### src/sv/systematic_resampler_macros.svh
// Assertion shorthands for the resampler; all sample on clk and go quiet in reset.
`ifndef SYSTEMATIC_RESAMPLER_MACROS_SVH
`define SYSTEMATIC_RESAMPLER_MACROS_SVH

// Same-cycle implication.
`define SR_ASSERT_NOW(lbl, ante, cons, msg) \
	lbl: assert property (@(posedge clk) disable iff (!arst_n) (ante) |-> (cons)) \
		else $error(msg);

// Next-cycle implication.
`define SR_ASSERT_NEXT(lbl, ante, cons, msg) \
	lbl: assert property (@(posedge clk) disable iff (!arst_n) (ante) |=> (cons)) \
		else $error(msg);

`endif

### src/sv/sr_pkg.sv
package sr_pkg;

	localparam int unsigned MAX_PARTICLES_DEF = 4096;
	localparam int unsigned MAX_OUT_DEF       = 64;

	localparam int unsigned ONE_Q24   = 2 ** 24;
	localparam int unsigned NUM_OUT_W = 7;
	localparam int unsigned UNI_W     = 24;
	localparam int unsigned WGT_W     = 25;
	localparam int unsigned STEP_W    = 25;
	localparam int unsigned SUM_W     = 26;
	localparam int unsigned ANC_W     = 12;
	localparam int unsigned SLOT_W    = 6;

	localparam logic [NUM_OUT_W-1:0] NUM_OUT_RST = NUM_OUT_W'(64);
	localparam logic [SUM_W-1:0]     SUM_MAX     = {SUM_W{1'b1}};

	// Commands from controller to datapath
	typedef struct packed {
		logic accept;   // take an input beat
		logic mul;      // form the starting threshold
		logic add;      // accumulate the weight
		logic emit;     // load one result into the output register
		logic pidx_inc; // advance the particle index
	} sr_cmd_t;

	// Status from datapath to controller
	typedef struct packed {
		logic in_first; // first bit of the beat on offer
		logic full;     // all slots of the run filled
		logic hit;      // threshold within sum and a slot free
		logic last;     // the pending result ends this weight's burst
		logic out_free; // output register can take a result
	} sr_stat_t;

endpackage

### src/sv/sr_ctrl.sv
module sr_ctrl (
	input  logic             clk,
	input  logic             arst_n,
	input  logic             in_valid,
	output logic             in_ready,
	input  sr_pkg::sr_stat_t stat,
	output sr_pkg::sr_cmd_t  cmd
);

	typedef enum logic [3:0] {
		ST_IDLE = 4'b0001,
		ST_MUL  = 4'b0010,
		ST_ADD  = 4'b0100,
		ST_EMIT = 4'b1000
	} state_t;

	state_t state_q, state_d;

	always_comb begin
		state_d      = state_q;
		in_ready     = 1'b0;
		cmd          = '0;
		case (state_q)
			ST_IDLE: begin
				in_ready   = 1'b1;
				cmd.accept = in_valid;
				if (in_valid) begin
					state_d = stat.in_first ? ST_MUL : ST_ADD;
				end
			end
			ST_MUL: begin
				cmd.mul = 1'b1;
				state_d = ST_ADD;
			end
			ST_ADD: begin
				// drop the weight once the run is complete
				cmd.add = !stat.full;
				state_d = stat.full ? ST_IDLE : ST_EMIT;
			end
			ST_EMIT: begin
				if (!stat.hit) begin
					cmd.pidx_inc = 1'b1;
					state_d      = ST_IDLE;
				end else if (stat.out_free) begin
					cmd.emit = 1'b1;
					if (stat.last) begin
						cmd.pidx_inc = 1'b1;
						state_d      = ST_IDLE;
					end
				end
			end
			default: begin
				state_d = ST_IDLE;
			end
		endcase
	end

	always_ff @(posedge clk or negedge arst_n) begin
		if (!arst_n) begin
			state_q <= ST_IDLE;
		end else begin
			state_q <= state_d;
		end
	end

endmodule

### src/sv/sr_dpath.sv
module sr_dpath #(
	parameter int unsigned MAX_PARTICLES = sr_pkg::MAX_PARTICLES_DEF,
	parameter int unsigned MAX_OUT       = sr_pkg::MAX_OUT_DEF
) (
	input  logic                           clk,
	input  logic                           arst_n,
	input  logic                           cfg_wr_en,
	input  logic [sr_pkg::NUM_OUT_W-1:0]   cfg_wr_data,
	input  logic                           first,
	input  logic [sr_pkg::UNI_W-1:0]       uniform,
	input  logic [sr_pkg::WGT_W-1:0]       weight,
	output logic                           out_valid,
	input  logic                           out_ready,
	output logic [sr_pkg::ANC_W-1:0]       ancestor,
	output logic [sr_pkg::SLOT_W-1:0]      slot,
	output logic                           last_of_item,
	output logic                           run_done,
	input  sr_pkg::sr_cmd_t                cmd,
	output sr_pkg::sr_stat_t               stat
);

	localparam int unsigned NW        = sr_pkg::NUM_OUT_W;
	localparam int unsigned SW        = sr_pkg::SUM_W;
	localparam int unsigned STW       = sr_pkg::STEP_W;
	localparam int unsigned PW        = sr_pkg::UNI_W + sr_pkg::STEP_W;
	localparam int unsigned PIDX_W    = $clog2(MAX_PARTICLES);
	localparam int unsigned TAB_IDX_W = (MAX_OUT > 1) ? $clog2(MAX_OUT) : 1;
	localparam logic [NW-1:0]     N_MAX    = NW'(MAX_OUT);
	localparam logic [STW-1:0]    STEP_RST = STW'(sr_pkg::ONE_Q24 / MAX_OUT);
	localparam logic [PIDX_W-1:0] PIDX_TOP = PIDX_W'(MAX_PARTICLES - 1);

	logic [NW-1:0]             num_out_q;
	logic [STW-1:0]            step_q;
	logic [sr_pkg::UNI_W-1:0]  uni_q;
	logic [sr_pkg::WGT_W-1:0]  wgt_q;
	logic [SW-1:0]             sum_q;
	logic [SW-1:0]             thr_q;
	logic [NW-1:0]             filled_q;
	logic [PIDX_W-1:0]         pidx_q;
	logic                      out_valid_q;
	logic [sr_pkg::ANC_W-1:0]  anc_q;
	logic [sr_pkg::SLOT_W-1:0] slot_q;
	logic                      last_q;
	logic                      done_q;

	logic [NW-1:0]        n_eff;
	logic [STW-1:0]       step_tab [MAX_OUT];
	logic [TAB_IDX_W-1:0] tab_idx;
	logic [PW-1:0]        prod;
	logic [SW:0]          sum_ext;
	logic [SW:0]          thr_ext;
	logic [SW-1:0]        sum_nx;
	logic [SW-1:0]        thr_nx;
	logic [NW-1:0]        filled_nx;

	// Reciprocal table: entry g holds floor(2^24/(g+1))
	for (genvar g = 0; g < MAX_OUT; g++) begin : g_step
		localparam int unsigned Q = sr_pkg::ONE_Q24 / (g + 1);
		assign step_tab[g] = STW'(Q);
	end

	always_comb begin
		if (num_out_q == '0) begin
			n_eff = NW'(1);
		end else if (num_out_q > N_MAX) begin
			n_eff = N_MAX;
		end else begin
			n_eff = num_out_q;
		end
	end

	assign tab_idx   = TAB_IDX_W'(n_eff - NW'(1));
	assign prod      = PW'(uni_q) * PW'(step_q);
	assign sum_ext   = {1'b0, sum_q} + (SW + 1)'(wgt_q);
	assign thr_ext   = {1'b0, thr_q} + (SW + 1)'(step_q);
	assign sum_nx    = sum_ext[SW] ? sr_pkg::SUM_MAX : sum_ext[SW-1:0];
	assign thr_nx    = thr_ext[SW] ? sr_pkg::SUM_MAX : thr_ext[SW-1:0];
	assign filled_nx = filled_q + NW'(1);

	assign stat.in_first = first;
	assign stat.full     = filled_q >= n_eff;
	assign stat.hit      = (thr_q <= sum_q) && (filled_q < n_eff);
	assign stat.last     = !((thr_nx <= sum_q) && (filled_nx < n_eff));
	assign stat.out_free = !out_valid_q || out_ready;

	always_ff @(posedge clk or negedge arst_n) begin
		if (!arst_n) begin
			num_out_q   <= sr_pkg::NUM_OUT_RST;
			step_q      <= STEP_RST;
			sum_q       <= '0;
			thr_q       <= '0;
			filled_q    <= '0;
			pidx_q      <= '0;
			out_valid_q <= 1'b0;
		end else begin
			if (cfg_wr_en) begin
				num_out_q <= cfg_wr_data;
			end
			if (cmd.accept && first) begin
				sum_q    <= '0;
				filled_q <= '0;
				pidx_q   <= '0;
				step_q   <= step_tab[tab_idx];
			end
			if (cmd.mul) begin
				thr_q <= SW'(prod >> sr_pkg::UNI_W);
			end
			if (cmd.add) begin
				sum_q <= sum_nx;
			end
			if (cmd.emit) begin
				thr_q    <= thr_nx;
				filled_q <= filled_nx;
			end
			// hold the index at the top particle
			if (cmd.pidx_inc && (pidx_q != PIDX_TOP)) begin
				pidx_q <= pidx_q + PIDX_W'(1);
			end
			if (cmd.emit) begin
				out_valid_q <= 1'b1;
			end else if (out_ready) begin
				out_valid_q <= 1'b0;
			end
		end
	end

	always_ff @(posedge clk) begin
		if (cmd.accept) begin
			uni_q <= uniform;
			wgt_q <= weight;
		end
		if (cmd.emit) begin
			anc_q  <= sr_pkg::ANC_W'(pidx_q);
			slot_q <= sr_pkg::SLOT_W'(filled_q);
			last_q <= stat.last;
			done_q <= filled_nx >= n_eff;
		end
	end

	assign out_valid    = out_valid_q;
	assign ancestor     = anc_q;
	assign slot         = slot_q;
	assign last_of_item = last_q;
	assign run_done     = done_q;

endmodule

### src/sv/systematic_resampler.sv
// Channel   Handshake              Beat contents
// input     in_valid / in_ready    first, uniform, weight
// output    out_valid / out_ready  ancestor, slot, last_of_item, run_done
// config    cfg_wr_en              cfg_wr_data (num_out), no wait
//
// One weight at a time. A weight that fills k slots goes through accept,
// accumulate and one emit step per slot; one that fills none goes through
// accept, accumulate and a closing check. A beat flagged first adds a
// multiply step; one arriving after the run is complete stops at accumulate.
// Results leave one per cycle while out_ready stays high; a low out_ready
// holds the controller in its emit state. Reset is asynchronous, no sweep.
`include "systematic_resampler_macros.svh"

module systematic_resampler #(
	parameter int unsigned MAX_PARTICLES = sr_pkg::MAX_PARTICLES_DEF,
	parameter int unsigned MAX_OUT       = sr_pkg::MAX_OUT_DEF
) (
	input  logic                         clk,
	input  logic                         arst_n,
	// configuration: num_out
	input  logic                         cfg_wr_en,
	input  logic [sr_pkg::NUM_OUT_W-1:0] cfg_wr_data,
	// weight beats
	input  logic                         in_valid,
	output logic                         in_ready,
	input  logic                         first,
	input  logic [sr_pkg::UNI_W-1:0]     uniform,
	input  logic [sr_pkg::WGT_W-1:0]     weight,
	// ancestor beats
	output logic                         out_valid,
	input  logic                         out_ready,
	output logic [sr_pkg::ANC_W-1:0]     ancestor,
	output logic [sr_pkg::SLOT_W-1:0]    slot,
	output logic                         last_of_item,
	output logic                         run_done
);

	sr_pkg::sr_cmd_t  cmd;
	sr_pkg::sr_stat_t stat;

	// Controller: sequences accept, multiply, accumulate and the emit loop
	sr_ctrl u_ctrl (
		.clk      (clk),
		.arst_n   (arst_n),
		.in_valid (in_valid),
		.in_ready (in_ready),
		.stat     (stat),
		.cmd      (cmd)
	);

	// Datapath: running sum, threshold, step table, slot and index counters,
	// and the output register that parts the emit loop from the consumer
	sr_dpath #(
		.MAX_PARTICLES (MAX_PARTICLES),
		.MAX_OUT       (MAX_OUT)
	) u_dpath (
		.clk          (clk),
		.arst_n       (arst_n),
		.cfg_wr_en    (cfg_wr_en),
		.cfg_wr_data  (cfg_wr_data),
		.first        (first),
		.uniform      (uniform),
		.weight       (weight),
		.out_valid    (out_valid),
		.out_ready    (out_ready),
		.ancestor     (ancestor),
		.slot         (slot),
		.last_of_item (last_of_item),
		.run_done     (run_done),
		.cmd          (cmd),
		.stat         (stat)
	);

	// Filling the final slot always closes the weight's burst.
	`SR_ASSERT_NOW(a_done_is_last, out_valid && run_done, last_of_item,
		"run_done without last_of_item")

	// One weight in flight: no second beat right behind an accepted one.
	`SR_ASSERT_NEXT(a_one_in_flight, in_valid && in_ready, !in_ready,
		"input taken twice in a row")

	// Within a burst the next result follows without a bubble.
	`SR_ASSERT_NEXT(a_burst_no_gap, out_valid && out_ready && !last_of_item, out_valid,
		"gap inside a result burst")

	// Results are only loaded while the threshold test passes.
	`SR_ASSERT_NOW(a_emit_on_hit, cmd.emit, stat.hit && stat.out_free,
		"result loaded without a hit or a free output register")

endmodule
### config.mk
export PLATFORM = sky130hd
export DESIGN_NAME = systematic_resampler
export DESIGN_NICKNAME = d
export VERILOG_FILES = /design/src/sv/sr_pkg.sv /design/src/sv/sr_ctrl.sv /design/src/sv/sr_dpath.sv /design/src/sv/systematic_resampler.sv
export VERILOG_INCLUDE_DIRS = /design/src /design/src/sv
export SDC_FILE = /design/constraint.sdc
export NUM_CORES = 2
export LEC_CHECK = 0
export ABC_AREA = 0
export CAP_MARGIN = 20
export CORE_MARGIN = 5
export CORE_UTILIZATION = 25
export DETAILED_ROUTE_END_ITERATION = 6
export DONT_BUFFER_PORTS = 1
export SLEW_MARGIN = 20
export SYNTH_ARGS = -nofsm -noshare
export SYNTH_HDL_FRONTEND = slang
export SYNTH_SLANG_ARGS = --single-unit
### constraint.sdc
create_clock -name clk -period 9.57 [get_ports clk]
set_input_delay 0 -clock clk [delete_from_list [all_inputs] [get_ports clk]]
set_output_delay 0 -clock clk [all_outputs]
set_load 0.02 [all_outputs]
Word level (Yosys, flattened, before mapping) --
Memories as Yosys holds them, arrays and structs flattened. A register that Yosys moved wholly into a read port is not among the register bits. Cells that the tools add are included.
Operators by class: add/sub/neg operators 5, multiply operators 1, order comparisons 7, eq/ne operators 8, multiplexer cells 30, bitwise logic cells 1, reductions and logical operators 16
Operator list (number):
- two-way mux 26 bit | 6
- adder 26 x 25 -> 27 bit | 2
- less-or-equal comparator 26 bit | 2
- multiplier 24 x 25 -> 49 bit | 1
- two-way mux 7 bit | 4
- two-way mux 12 bit | 2
- two-way mux 4 bit | 5
- one-hot mux 4 bit (4 select lines) | 1
- >= comparator 7 bit | 2
- less-than comparator 7 bit | 2
- adder 12 x 1 -> 12 bit, second input constant | 1
- != test 12 bit, second input constant | 1
- nonzero test 2 bit | 5
- two-way mux 1 bit | 9
- adder 7 x 1 -> 7 bit, second input constant | 1
- > comparator 7 bit, second input constant | 1
- zero test 7 bit | 1
- NOT 6 -> 7 bit | 1
- != test 3 bit, second input constant | 2
- subtractor 6 x 1 -> 6 bit, second input constant | 1
- equality test 4 x 1 -> 1 bit, second input constant | 1
- equality test 4 x 2 -> 1 bit, second input constant | 1
- equality test 4 x 3 -> 1 bit, second input constant | 1
- equality test 4 bit, second input constant | 1
- 7 further kinds | 14
Storage, ports and cells: register bits after elaboration 152, ROM bits 1600, input port bits 62, memories kept 1
Memories:
- (name not given) | words 64, width 25, rd ports 1, clocked after Yosys merged registers in 1, write ports 0, RTL line sr_dpath.sv:103 | step_q <= step_tab[tab_idx];

Logic depth before layout (Yosys ltp) --
depth after elaboration 11, mapped depth 28

By module --
Synthesis repeated with hierarchy kept, for this count alone.
Unflattened totals: cell total of the unflattened synthesis 3578, area total of the unflattened synthesis 31843.0 µm²
Modules (own cells, without submodules):
- sr_dpath | times used 1, cells an instance 3555, area an instance 31572.8 µm², sequential area each 4677.0 µm²
- sr_ctrl | times used 1, cells an instance 23, area an instance 270.3 µm², sequential area each 101.3 µm²

Least setup slack after synthesis --
OpenSTA, ideal clock, no wires.
path type register -> register, start register u_dpath.step_q[18], end register u_dpath.thr_q[24], arrival 6.789 ns, data required time 9.444 ns, setup slack 2.654 ns, stages on the path, launching flop included 26, path buffers 1, clock period less this slack 6.916 ns, cell sequence dfstp_2 > clkbuf_1 > nand2_1 > fa_1 > inv_1 > fa_1 > inv_1 > fa_1 > fa_1 > inv_1 > fa_1 > fa_1 > inv_1 > fa_1 > inv_1 > ha_1 > nand4_1 > nor4_1 > o21ai_0 > nand4_1 > nand2_1 > o31ai_1 > nand3_1 > o21a_1 > xnor2_1 > a221o_1
Between the ends: word-level cells in the longest chain between the ends 3
RTL lines:
- start: declaration | RTL line sr_dpath.sv:33 | logic [STW-1:0] step_q;
- multiplier 24 x 25 -> 49 bit or adder 26 x 25 -> 27 bit (tied branches) | RTL line sr_dpath.sv:73, sr_dpath.sv:75
- two-way mux 26 bit, on equally long branches | RTL line sr_dpath.sv:105, sr_dpath.sv:77
- two-way mux 26 bit * | RTL line sr_dpath.sv:111 | if (cmd.emit) begin
- end signal: assignment | RTL line sr_dpath.sv:106 | thr_q <= SW'(prod >> sr_pkg::UNI_W);
- end signal: assignment | RTL line sr_dpath.sv:112 | thr_q <= thr_nx;
- end: declaration | RTL line sr_dpath.sv:37 | logic [SW-1:0] thr_q;
Every way passes the cells marked *; elsewhere a longest branch is shown, timed or not. The select of a mux whose other input is x is not followed. A chain may end at the register's enable or synchronous reset.

Final worst setup path --
start register u_dpath.uni_q[3] (netlist name), end register u_dpath.thr_q[23]
Between the ends: word-level cells in the longest chain between the ends 3
RTL lines:
- start: declaration | RTL line sr_dpath.sv:34 | logic [sr_pkg::UNI_W-1:0] uni_q;
- start signal: assignment | RTL line sr_dpath.sv:129 | uni_q <= uniform;
- multiplier 24 x 25 -> 49 bit | RTL line sr_dpath.sv:73 | assign prod = PW'(uni_q) * PW'(step_q);
- two-way mux 26 bit | RTL line sr_dpath.sv:105 | if (cmd.mul) begin
- two-way mux 26 bit | RTL line sr_dpath.sv:111
No other way between the ends. The select of a mux whose other input is x is not followed.

==> run summary <==
The count of final max-slew check failures is 0, and the proportion of synthesized flip-flops having asynchronous set or reset is 61.0%. Global placement routability congestion: 0.892. After detailed routing, the total wire length is 89400 um.

The cell row count came out at 130. In the layout the commonest cells are sky130_fd_sc_hd__inv_1 (642), sky130_fd_sc_hd__fa_1 (505), sky130_fd_sc_hd__nand2_1 (482). Once the clock tree was built, the setup fixing pass inserted 0 buffers. At the pin with the least slew margin, the transition time is 1.14 ns.

The number of global-route vias before repair was 25500; the number of buffers inserted during clock tree synthesis was 17. The run gives 2 as the maximum root-to-sink buffer count. The tools report the final antenna-violating net count as 0. The die outline area is 133000 um^2, and the horizontal die dimension is 365 um. The path class of the tightest hold or removal check is in -> async. Vertical die dimension: 365 um. The tools report the startpoint type of the worst setup path as a flop.

In this design, the largest share of critical-path delay is due to adder cells. Global routing used 13.6% of the available tracks. The worst path in the final design needs a cycle of 8.18 ns, including I/O delays and setup. The synthesized design spends more area on one cell type than any other, namely sky130_fd_sc_hd__fa_1. Synthesis produced a netlist whose cell count is 3537.

The overflow left after global routing came out at 0. Yosys printed 0 warnings. The number of synthesized register bits is 177, and the detailed-route wire length per cell is 17.3 um. The H-tree was split into 4 levels.

The flow ran to the end, and the final reports show no timing, DRC or antenna violations. The synthesized design devotes to its leading area cell type 32.1% of total area. TritonCTS built the clock tree. After the first detailed-routing iteration, the DRC count stood at 1761.

Clock-pin slew was measured on the worst setup and hold paths at 0.09 ns. For this run, design rule violations remaining after detail routing come to 0. After routing the design area is 34700 um^2.

The maximum clock frequency is 0.122 GHz. The count of pins on the block boundary came out at 84. The critical path start-end classification was reg -> reg. The tools report the max-capacitance violation count as 0. After detailed routing, the number of vias per cell comes to 4.71. Required time of the critical path: 9.95 ns. The most critical setup path has its endpoint at u_dpath.thr_q[23]$_DFFE_PN0P_.

The fraction of the cycle the final worst path needs works out to 85.5%. The most used flip-flop cell after synthesis is sky130_fd_sc_hd__dfrtp_1. At the worst endpoint, the arrival time is 8.56 ns. The first global-routing pass estimated 144000 um of wire.

For the largest net degree at the start of global routing, the log shows 109. Setup repair after global routing left no endpoint under its margin. Reg-to-reg critical path startpoint: u_dpath.uni_q[3]$_DFFE_PP_.

In this design, the stage delay of the slowest critical-path cell is 1.09 ns. The unique cell type count in the Yosys netlist is 83, and the detailed-placement wirelength estimate is 68800 um. Of the synthesized area, sequential elements account for 15.2%. Area added between synthesis and finish: 9.97%. Measured in cells, the most critical reg-to-reg path has a length of 27. The tools report the endpoint of the most critical register-to-register path as u_dpath.thr_q[23]$_DFFE_PN0P_.

In this run, synthesis inferred 69 flip-flops with an integrated enable. Once the floorplan was initialized, standard cells occupied 25.1% of the core. For the post-CTS resize count, the log shows 0. The run gives 0 as the final count of negative-setup-slack endpoints.

Counting buffers and inverters, the worst setup path is 27 cells deep. The number of buffers and inverters on the critical path is 8. The mean area per synthesized cell was 8.91 um^2. Initial antenna violation count: 3. Sorting the synthesized cells by area gives the leading types as sky130_fd_sc_hd__fa_1 (32%), sky130_fd_sc_hd__ha_1 (12%), sky130_fd_sc_hd__dfrtp_1 (8.3%). The first-pass iteration count of the detailed router was 7. The root buffer cell chosen for the clock tree is sky130_fd_sc_hd__clkbuf_16. STA classifies the critical path endpoint as a flop.

The tools report the area taken by flip-flops and latches as 4780 um^2. The final route contains 24400 vias. For the count of final hold-check violations, the log shows 0.

For the worst-skew pair, the clock arrives at the later sink with an insertion delay of 0.52 ns. After detailed placement, the total cell area comes to 33400 um^2. The clock arrives with 0.0284 ns of skew. After routing, the total negative slack on setup checks comes to 0 ns.

Among all stages on the critical path, the largest delay is contributed by sky130_fd_sc_hd__edfxtp_1. Counting every net in the synthesized netlist gives 4407. The multi-input combinational cells in the finished layout cover a total of 23700 um^2.

The largest fanout on the critical path is 25. The count of fill cells added during filler insertion was 13400; the number of I/O port buffers was 0. Leaving out fill and tap cells, the most frequent cell in the layout is sky130_fd_sc_hd__inv_1. The standard cell core area was 125000 um^2. The critical path starts at u_dpath.uni_q[3]$_DFFE_PP_. The logs give 23.8% for the relative slew slack and 177 for the count of clock tree sinks. Setup slack on the worst reg-to-reg path comes out at 1.39 ns. The final net count was 4376.

The combined area of all synthesized cells was 31500 um^2; the fraction of layout cells with a size suffix above 1 was 3.72%.
-- final cells by class --
type                            instances  share of cell area, %
Antenna cell                            1                0.00722
Tap cell                             1650                   5.95
Inverter                              647                   7.01
Multi-Input combinational cell       2546                   68.4
Clock buffer                           17                   1.23
Sequential cell                       177                   13.8
Clock inverter                         15                  0.516
Timing Repair Buffer                  117                   3.07
-- worst reg2reg max path: cells and delay by family (launching register included) --
family	cells	cell delay, ns
AO/OA/AOI/OAI	8	1.88
buffers and inverters	8	0.53
AND/OR/NAND/NOR	2	0.46
XOR/XNOR	1	0.16
adder cells (fa/ha/maj)	8	3.91
flip-flops	1	1.09
-- synth_stat cells (26+ instances only) --
library cell / instances
sky130_fd_sc_hd__o21ai_0: 124
sky130_fd_sc_hd__nor2_1: 86
sky130_fd_sc_hd__xor2_1: 31
sky130_fd_sc_hd__o21a_1: 30
sky130_fd_sc_hd__dfrtp_1: 105
sky130_fd_sc_hd__a21oi_1: 169
sky130_fd_sc_hd__nand2_1: 483
sky130_fd_sc_hd__a31oi_1: 35
sky130_fd_sc_hd__o211ai_1: 26
sky130_fd_sc_hd__and2_1: 297
sky130_fd_sc_hd__nand3_1: 56
sky130_fd_sc_hd__xnor2_1: 47
sky130_fd_sc_hd__edfxtp_1: 69
sky130_fd_sc_hd__clkbuf_1: 155
sky130_fd_sc_hd__inv_1: 642
sky130_fd_sc_hd__a21o_1: 55
sky130_fd_sc_hd__ha_1: 303
sky130_fd_sc_hd__fa_1: 505
-- metal layers --
| layer | up-vias | wire length [um] | part of all wire [%] | global-route usage (%) |
|---|---|---|---|---|
| met5 | - | 13 | 0.015 | 0 |
| met4 | 2 | 1920 | 2.1 | 3.23 |
| met3 | 124 | 5960 | 6.7 | 2.67 |
| met2 | 691 | 41900 | 47 | 22.6 |
| met1 | 12300 | 39600 | 44 | 18.4 |
| li1 | 11200 | - | - | - |
-- sequential cells by signal, indices dropped and copies added (netlist names) --
name,cells
u_ctrl.state_q,4
u_dpath.ancestor,12
u_dpath.filled_q,7
u_dpath.last_of_item,1
u_dpath.num_out_q,7
u_dpath.out_valid,1
u_dpath.pidx_q,12
u_dpath.run_done,1
u_dpath.slot,6
u_dpath.step_q,25
u_dpath.sum_q,26
u_dpath.thr_q,26
u_dpath.uni_q,24
u_dpath.wgt_q,25
-- through the flow --
| stage | instances | hold WS, ns | setup WS [ns] | utilization (%) |
|---|---|---|---|---|
| final | 5170 | 0.0458 | 1.39 | 27.6 |
| after detailed placement | 5073 | -0.289 | 1.46 | 26.6 |
| after global placement | 5073 | -0.289 | 1.49 | 26.6 |
| after CTS | 5167 | 0.0466 | 1.40 | 27.6 |
| after global routing | 5169 | 0.0897 | 0.967 | 27.6 |
| after floorplan | 3537 | -0.296 | 2.65 | - |
-- cell families (layout without fill, tap and decap cells) --
| family | after synthesis | count (layout) | synth area share, % |
|---|---|---|---|
| flip-flops | 177 | 177 | 15.2 |
| AO/OA/AOI/OAI | 579 | 579 | 11.8 |
| adder cells (fa/ha/maj) | 808 | 808 | 44.1 |
| buffers and inverters | 814 | 796 | 9.74 |
| other | 0 | 1 | 0 |
| XOR/XNOR | 79 | 79 | 2.22 |
| AND/OR/NAND/NOR | 1069 | 1069 | 16.6 |
| multiplexers | 11 | 11 | 0.413 |
-- worst min-delay path by stage --
stage,to,start,slack [ns]
after global placement,u_dpath.num_out_q[3]$_DFFE_PN0P_,arst_n,-0.29
final,u_dpath.num_out_q[3]$_DFFE_PN0P_,arst_n,0.05
after floorplan,u_ctrl.state_q[1]$_DFFE_PN0P_,arst_n,-0.30
after CTS,u_dpath.num_out_q[3]$_DFFE_PN0P_,arst_n,0.05
after global routing,u_dpath.wgt_q[9]$_DFFE_PP_,weight[9],0.09
after detailed placement,u_dpath.num_out_q[3]$_DFFE_PN0P_,arst_n,-0.29
-- what timing repair did --
action,CTS,global route
endpoints found under the setup margin,0,0
hold buffers,62,0
endpoints found under the hold margin,168,0
Power is not shown: default switching activity piles up to over one toggle a cycle in this logic, so the estimate is an artifact.
